File: config.mk
export PLATFORM = sky130hd
export DESIGN_NAME = syscall_errno_rule_table_unit
export DESIGN_NICKNAME = d
export VERILOG_FILES = /design/src/rtl/serr_pkg.sv /design/src/rtl/serr_ram.sv /design/src/rtl/syscall_errno_rule_table_unit.sv
export SDC_FILE = /design/constraint.sdc
export NUM_CORES = 2
export LEC_CHECK = 0
export ABC_AREA = 1
export BUFFER_PORTS_ARGS = -buffer_cell sky130_fd_sc_hd__buf_2
export CORE_MARGIN = 1
export CORE_UTILIZATION = 50
export DETAILED_ROUTE_END_ITERATION = 16
export GPL_TIMING_DRIVEN = 0
export MAX_ROUTING_LAYER = met4
export PLACE_DENSITY = 0.66
export SYNTH_ARGS = -nofsm -noshare
export SYNTH_HDL_FRONTEND = slang
export SYNTH_SLANG_ARGS = --single-unit
File: constraint.sdc
create_clock -name clk -period 12.1 [get_ports clk]
set_clock_uncertainty 0.1 [all_clocks]
set_input_delay 0.605 -clock clk [delete_from_list [all_inputs] [get_ports clk]]
set_output_delay 0.605 -clock clk [all_outputs]
set_load 0.01 [all_outputs]
File: src/rtl/serr_pkg.sv
// ----------------------------------------------------------------------------
// serr_pkg
// shared types and constants for the syscall errno rule table
// ----------------------------------------------------------------------------
package serr_pkg;

  localparam int unsigned RULE_SLOTS_DEF = 32;
  localparam int unsigned NR_W           = 32;
  localparam int unsigned ERRNO_W        = 12;
  localparam int unsigned ENTRY_W        = NR_W + ERRNO_W;

  typedef enum logic [1:0] {
    CMD_SET   = 2'd0,
    CMD_CHECK = 2'd1,
    CMD_CLEAR = 2'd2
  } serr_cmd_t;

  typedef enum logic [1:0] {
    STAT_OK      = 2'd0,
    STAT_INVALID = 2'd1,
    STAT_FULL    = 2'd2
  } serr_status_t;

  typedef enum logic [1:0] {
    ST_IDLE = 2'd0,
    ST_SCAN = 2'd1,
    ST_FIN  = 2'd2
  } serr_state_t;

endpackage

File: src/rtl/serr_ram.sv
// ----------------------------------------------------------------------------
// serr_ram
// simple dual-port ram, one write and one registered read per cycle
// ----------------------------------------------------------------------------
module serr_ram #(
  parameter int unsigned WIDTH = 8,
  parameter int unsigned DEPTH = 32,
  localparam int unsigned AW   = (DEPTH > 1) ? $clog2(DEPTH) : 1
) (
  input  logic             clk,
  input  logic             we,
  input  logic [AW-1:0]    waddr,
  input  logic [WIDTH-1:0] wdata,
  input  logic [AW-1:0]    raddr,
  output logic [WIDTH-1:0] rdata
);

  logic [WIDTH-1:0] mem_r [DEPTH];
  logic [WIDTH-1:0] rdata_r;

  always_ff @(posedge clk) begin
    if (we) begin
      mem_r[waddr] <= wdata;
    end
    rdata_r <= mem_r[raddr];
  end

  assign rdata = rdata_r;

endmodule

File: src/rtl/syscall_errno_rule_table_unit.sv
// ----------------------------------------------------------------------------
// syscall_errno_rule_table_unit
// rule table mapping syscall numbers to errno values, one slot scanned a cycle
// ----------------------------------------------------------------------------
// Every word in gives exactly one word out. Check and a valid set walk the
// table one slot per cycle through the single read port of the rule ram. A
// walk with no match reads every slot; a match in slot k stops the walk there.
// Clear, set with a negative number or zero errno, and the undefined command
// skip the walk and go straight to the finish state. The input side is ready
// only in the idle state, so it is not ready while a word is being worked on;
// the unit returns to idle as the result is loaded into the output register.
// The result sits in an output register so the next word may be taken while
// it waits; a new result is held back until that register has been taken.
// ----------------------------------------------------------------------------
module syscall_errno_rule_table_unit
  import serr_pkg::*;
#(
  parameter int unsigned RULE_SLOTS = RULE_SLOTS_DEF
) (
  input  logic        clk,
  input  logic        rst_n,
  input  logic        in_tvalid,
  output logic        in_tready,
  input  logic [1:0]  in_tuser,   // command[1:0]
  input  logic [47:0] in_tdata,   // call_num[31:0], errno_value[43:32], zero pad
  output logic        out_tvalid,
  input  logic        out_tready,
  output logic [15:0] out_tdata   // status[1:0], denied[2], verdict_errno[14:3], zero pad
);

  localparam int unsigned IW = (RULE_SLOTS > 1) ? $clog2(RULE_SLOTS) : 1;
  localparam int unsigned CW = $clog2(RULE_SLOTS + 1);

  serr_state_t            state_r, state_nxt;
  serr_cmd_t              cmd_r, cmd_nxt;
  logic [NR_W-1:0]        nr_r, nr_nxt;
  logic [ERRNO_W-1:0]     err_r, err_nxt;
  logic [CW-1:0]          cnt_r, cnt_nxt;
  logic                   cmp_go_r, cmp_go_nxt;
  logic [IW-1:0]          cmp_idx_r, cmp_idx_nxt;
  logic                   hit_r, hit_nxt;
  logic [IW-1:0]          hit_idx_r, hit_idx_nxt;
  logic [ERRNO_W-1:0]     hit_err_r, hit_err_nxt;
  logic                   free_r, free_nxt;
  logic [IW-1:0]          free_idx_r, free_idx_nxt;
  logic [RULE_SLOTS-1:0]  valid_r, valid_nxt;
  logic                   out_valid_r, out_valid_nxt;
  serr_status_t           out_status_r, out_status_nxt;
  logic                   out_denied_r, out_denied_nxt;
  logic [ERRNO_W-1:0]     out_errno_r, out_errno_nxt;

  logic                   in_fire;
  logic                   in_set_ok;
  logic                   set_ok;
  logic                   issue;
  logic [IW-1:0]          rd_idx;
  logic                   hit_now;
  logic                   scan_done;
  logic                   out_free;
  logic                   ram_we;
  logic [IW-1:0]          ram_waddr;
  logic [ENTRY_W-1:0]     ram_wdata;
  logic [ENTRY_W-1:0]     ram_rdata;
  serr_cmd_t              in_cmd;

  assign in_tready  = (state_r == ST_IDLE);
  assign in_fire    = in_tvalid && in_tready;
  assign in_cmd     = serr_cmd_t'(in_tuser[1:0]);
  assign in_set_ok  = !in_tdata[NR_W-1] && (in_tdata[NR_W +: ERRNO_W] != '0);
  assign set_ok     = !nr_r[NR_W-1] && (err_r != '0);
  assign issue      = (state_r == ST_SCAN) && (cnt_r < CW'(RULE_SLOTS));
  assign rd_idx     = cnt_r[IW-1:0];
  assign hit_now    = cmp_go_r && !hit_r && valid_r[cmp_idx_r]
                      && (ram_rdata[ENTRY_W-1:ERRNO_W] == nr_r);
  assign scan_done  = hit_now || (!issue && !cmp_go_r);
  assign out_free   = !out_valid_r || out_tready;

  serr_ram #(
    .WIDTH (ENTRY_W),
    .DEPTH (RULE_SLOTS)
  ) u_rules (
    .clk   (clk),
    .we    (ram_we),
    .waddr (ram_waddr),
    .wdata (ram_wdata),
    .raddr (rd_idx),
    .rdata (ram_rdata)
  );

  // next state
  always_comb begin
    state_nxt = state_r;
    case (state_r)
      ST_IDLE: begin
        if (in_fire) begin
          if (in_cmd == CMD_CHECK || (in_cmd == CMD_SET && in_set_ok)) begin
            state_nxt = ST_SCAN;
          end else begin
            state_nxt = ST_FIN;
          end
        end
      end
      ST_SCAN: begin
        if (scan_done) begin
          state_nxt = ST_FIN;
        end
      end
      ST_FIN: begin
        if (out_free) begin
          state_nxt = ST_IDLE;
        end
      end
      default: begin
        state_nxt = ST_IDLE;
      end
    endcase
  end

  // datapath and outputs
  always_comb begin
    cmd_nxt        = cmd_r;
    nr_nxt         = nr_r;
    err_nxt        = err_r;
    cnt_nxt        = cnt_r;
    cmp_go_nxt     = 1'b0;
    cmp_idx_nxt    = cmp_idx_r;
    hit_nxt        = hit_r;
    hit_idx_nxt    = hit_idx_r;
    hit_err_nxt    = hit_err_r;
    free_nxt       = free_r;
    free_idx_nxt   = free_idx_r;
    valid_nxt      = valid_r;
    out_valid_nxt  = out_tready ? 1'b0 : out_valid_r;
    out_status_nxt = out_status_r;
    out_denied_nxt = out_denied_r;
    out_errno_nxt  = out_errno_r;
    ram_we         = 1'b0;
    ram_waddr      = hit_r ? hit_idx_r : free_idx_r;
    ram_wdata      = {nr_r, err_r};
    case (state_r)
      ST_IDLE: begin
        if (in_fire) begin
          cmd_nxt  = in_cmd;
          nr_nxt   = in_tdata[NR_W-1:0];
          err_nxt  = in_tdata[NR_W +: ERRNO_W];
          cnt_nxt  = '0;
          hit_nxt  = 1'b0;
          free_nxt = 1'b0;
        end
      end
      ST_SCAN: begin
        if (issue) begin
          cnt_nxt     = cnt_r + CW'(1);
          cmp_go_nxt  = 1'b1;
          cmp_idx_nxt = rd_idx;
          if (!free_r && !valid_r[rd_idx]) begin
            free_nxt     = 1'b1;
            free_idx_nxt = rd_idx;
          end
        end
        if (hit_now) begin
          hit_nxt     = 1'b1;
          hit_idx_nxt = cmp_idx_r;
          hit_err_nxt = ram_rdata[ERRNO_W-1:0];
        end
      end
      ST_FIN: begin
        if (out_free) begin
          out_valid_nxt  = 1'b1;
          out_status_nxt = STAT_OK;
          out_denied_nxt = 1'b0;
          out_errno_nxt  = '0;
          case (cmd_r)
            CMD_SET: begin
              if (!set_ok) begin
                out_status_nxt = STAT_INVALID;
              end else if (hit_r || free_r) begin
                ram_we = 1'b1;
                if (!hit_r) begin
                  valid_nxt[free_idx_r] = 1'b1;
                end
              end else begin
                out_status_nxt = STAT_FULL;
              end
            end
            CMD_CHECK: begin
              out_denied_nxt = hit_r;
              out_errno_nxt  = hit_r ? hit_err_r : '0;
            end
            CMD_CLEAR: begin
              valid_nxt = '0;
            end
            default: begin
              out_status_nxt = STAT_INVALID;
            end
          endcase
        end
      end
      default: begin
      end
    endcase
  end

  always_ff @(posedge clk) begin
    if (!rst_n) begin
      state_r     <= ST_IDLE;
      valid_r     <= '0;
      out_valid_r <= 1'b0;
      cmp_go_r    <= 1'b0;
      hit_r       <= 1'b0;
      free_r      <= 1'b0;
      cnt_r       <= '0;
    end else begin
      state_r     <= state_nxt;
      valid_r     <= valid_nxt;
      out_valid_r <= out_valid_nxt;
      cmp_go_r    <= cmp_go_nxt;
      hit_r       <= hit_nxt;
      free_r      <= free_nxt;
      cnt_r       <= cnt_nxt;
    end
  end

  always_ff @(posedge clk) begin
    cmd_r        <= cmd_nxt;
    nr_r         <= nr_nxt;
    err_r        <= err_nxt;
    cmp_idx_r    <= cmp_idx_nxt;
    hit_idx_r    <= hit_idx_nxt;
    hit_err_r    <= hit_err_nxt;
    free_idx_r   <= free_idx_nxt;
    out_status_r <= out_status_nxt;
    out_denied_r <= out_denied_nxt;
    out_errno_r  <= out_errno_nxt;
  end

  assign out_tvalid = out_valid_r;
  assign out_tdata  = {1'b0, out_errno_r, out_denied_r, out_status_r};

endmodule

==> results.sh <==
export IMPL_p_per_area_nw_per_um2=182
export IMPL_rr_endpoint="u_rules.mem_r[21][31]"
export IMPL_grtUsageMet3=0.0918
export IMPL_seq_area_sq_um=46700
export IMPL_synth_top_area_cell="edfxtp_1"
export IMPL_setup_ws_ns=7.69
export IMPL_r2r_cells=10
export IMPL_drt_wl_total_microns=209000
export IMPL_io_buffers=66
export IMPL_synth_area_leaders="edfxtp_1 73%, o21ai_0 5.8%, nor2_1 5.1%"
export IMPL_fillers=9576
export IMPL_num_io_pins=72
export IMPL_crit_top_cell="nor2_1"
export IMPL_synthDominantCellAreaShare=0.732
export IMPL_cts_buffers=158
export IMPL_crit_slowest_cell="edfxtp_1"
export IMPL_yosysWarnings=0
export IMPL_crit_path_start_kind="flip-flop"
export IMPL_numClockSinks=1584
export IMPL_slew_headroom=-0.0128
export IMPL_holdWs_ns=0.176
export IMPL_synth_avg_cell_area_sq_um=13.1
export IMPL_grt_use_met1=0.446
export IMPL_postSynthRegisterBits=1584
export IMPL_worstSetupStartpoint="err_r[0]"
export IMPL_synth_nets=4753
export IMPL_final_cell_mix="1,496 x edfxtp_1, 806 x nor2_1, 712 x o21ai_0, 341 x nand2_1, 267 x clkbuf_1"
export IMPL_worst_r2r_setup_slack_ns=7.69
export IMPL_post_cts_buffers=0
export IMPL_grt_ovfl_total=0
export IMPL_critical_path_class="reg2reg"
export IMPL_mostFrequentLayoutCell="edfxtp_1"
export IMPL_endpoint_kind="flip-flop"
export IMPL_vias=43081
export IMPL_hold_depth=5
export IMPL_hold_viol=0
export IMPL_pwr_share_clk=0.373
export IMPL_clk_pin_slew_ns=0.06
export IMPL_root_buffer="clkbuf_16"
export IMPL_p_int_mw=9.30
export IMPL_status="finished with violations"
export IMPL_grt_busiest_layer="met2"
export IMPL_timing_rr_start="err_r[0]"
export IMPL_pwr_share_seq=0.494
export IMPL_path_cells="nor2_1 -> nand2_1 -> nor2_1 -> a31o_2 -> nor2_1 -> nand3_1 -> nor2_1 -> nand2_1 -> nor2_4 -> buf_12"
export IMPL_die_area_sq_um=124000
export IMPL_core_area_sq_um=122000
export IMPL_p_sw_frac=0.279
export IMPL_worstSetupEndpoint="u_rules.mem_r[21][31]"
export IMPL_htreeDepth=4
export IMPL_drt_iter0_drc=7581
export IMPL_cts_tree="yes"
export IMPL_grt_pass1_vias=40541
export IMPL_drv_slew=34
export IMPL_place_congestion=0.928
export IMPL_leakagePower_nw=23.2
export IMPL_cp_slowest_stage_delay_ns=1.27
export IMPL_viasPerCell=6.32
export IMPL_fin_util=0.583
export IMPL_clk_latency_ns=0.81
export IMPL_fp_dieH_microns=352
export IMPL_remaining_drc_errors=0
export IMPL_multi_input_area_sq_um=13000
export IMPL_syn_to_final_growth_pct=15.6
export IMPL_crit_arrival_ns=4.79
export IMPL_synth_cell_types=33
export IMPL_drv_cap=1
export IMPL_wl_per_cell_microns=30.7
export IMPL_p_comb_frac=0.133
export IMPL_worst_pin_slew_ns=1.52
export IMPL_hp_class="in2reg"
export IMPL_violations="capacitance limit, slew limit"
export IMPL_post_cts_resized=0
export IMPL_finalCriticalPeriod_ns=4.41
export IMPL_fp_dieW_microns=352
export IMPL_antenna_found_initial=14
export IMPL_drt_pass1_iterations=7
export IMPL_final_antenna_net_count=0
export IMPL_power_switching_mw=3.60
export IMPL_syn_inst=4695
export IMPL_critPathMaxFanout=33
export IMPL_nets=5094
export IMPL_tns_ns=0
export IMPL_initial_utilization=0.504
export IMPL_dpl_hpwl_microns=139000
export IMPL_row_count=128
export IMPL_post_place_ws_ns=7.77
export IMPL_fin_crit_sh=0.365
export IMPL_fmax_mhz=227
export IMPL_seq_area_frac_synth=0.760
export IMPL_grt_pass1_wl_microns=293000
export IMPL_syn_area_sq_um=61400
export IMPL_vdd_drop_max_v=0.000169
export IMPL_required_ns=12.48
export IMPL_grt_total_usage=0.344
export IMPL_drive_gt1_frac=0.0956
export IMPL_finalSetupViolCount=0
export IMPL_grt_util_met2=0.491
export IMPL_grt_max_degree=35
export IMPL_rsz0062_at_grt="false"
export IMPL_clk_path_buf_depth=3
-- routing by layer --
| layer | routed length [microns] | share of wire |
|---|---|---|
| met1 | 76300 | 0.36 |
| met3 | 28700 | 0.14 |
| met5 | 0 | 0 |
| met2 | 91600 | 0.44 |
| met4 | 12700 | 0.061 |
-- through the flow --
step,power [mW],cells,instance area [sq um]
2_1_floorplan,7.24,4695,61400
3_3_place_gp,8.06,6386,63800
3_5_place_dp,8.11,6450,65400
4_1_cts,12.8,6791,70900
5_1_grt,13.2,6813,71000
6_report,12.9,6814,71000
-- cell usage after synthesis --
library cell / instances
dfxtp_1: 88
o21ai_1: 67
xnor2_1: 6
nand3_1: 130
nor2_1: 839
o22ai_1: 225
buf_4: 8
a211oi_1: 2
a31oi_1: 1
a21oi_2: 1
nor2_2: 4
nor3_1: 2
nand4_1: 47
buf_2: 73
a31o_2: 1
nor3b_1: 1
inv_1: 163
nand2_1: 341
clkbuf_1: 215
edfxtp_1: 1496
conb_1: 1
buf_6: 5
o221ai_1: 130
inv_2: 6
nor4_1: 1
or2_2: 8
buf_1: 8
ha_1: 4
xor2_1: 4
a21oi_1: 51
o211ai_1: 54
clkbuf_2: 1
o21ai_0: 712
-- area by class of cell --
class | count | area share
timing repair buffer | 181 | 0.0318
buffer | 310 | 0.0187
antenna | 20 | 0.000705
clock buffer | 226 | 0.0622
tap | 1625 | 0.0286
sequential | 1584 | 0.658
clock inverter | 67 | 0.00835
inverter | 169 | 0.00893
multi-input combinational | 2632 | 0.183
-- power by group through the flow --
stage	Clock [mW]	Combinational (mW)	Sequential, mW
6_report	4.81	1.72	6.37
2_1_floorplan	0	0.867	6.38
4_1_cts	4.81	1.64	6.37
3_3_place_gp	0	1.58	6.48
5_1_grt	5.02	1.80	6.38
3_5_place_dp	0	1.62	6.49
-- registers in the layout, indices dropped and copies added, names as in the netlist, 2 cells and up --
| signal | cells |
|---|---|
| out_status_r | 2 |
| hit_idx_r | 5 |
| cnt_r | 6 |
| cmp_idx_r | 5 |
| hit_err_r | 12 |
| nr_r | 32 |
| u_rules.mem_r | 1408 |
| free_idx_r | 5 |
| u_rules.rdata | 44 |
| err_r | 12 |
| state_r | 2 |
| out_errno_r | 12 |
| cmd_r | 2 |
| valid_r | 32 |
-- cells by family after synthesis --
family | count (synthesis) | share of synthesized area
xor gates and xnor gates | 10 | 0.00143
adders and majority gates | 4 | 0.000815
buffers and inverters | 479 | 0.0319
DFF | 1584 | 0.760
other | 1 | 0.0000611
AOI/OAI and AO/OA | 1244 | 0.116
and+or+nand+nor | 1373 | 0.0891
-- how the worst min path moves through the flow --
stage,from,endpoint
floorplan,u_rules.rdata[0],hit_err_r[0]
global placement,u_rules.rdata[5],hit_err_r[5]
detailed placement,u_rules.rdata[1],hit_err_r[1]
CTS,in_tvalid,state_r[0]
global route,in_tvalid,nr_r[31]
finish,in_tvalid,state_r[0]
-- critical path, delay by kind of cell (launching register included) --
family	cells	cell delay (ns)
AOI/OAI and AO/OA	1	0.24
and+or+nand+nor	8	2.14
buffers and inverters	1	0.29
DFF	1	1.27
-- timing repair --
| item | in CTS | in global routing |
|---|---|---|
| hold buffers | 48 | 0 |
| endpoints found under the setup margin | 0 | 0 |
| endpoints found under the hold margin | 49 | 0 |
Note: power is estimated with default switching activity, not from simulation.
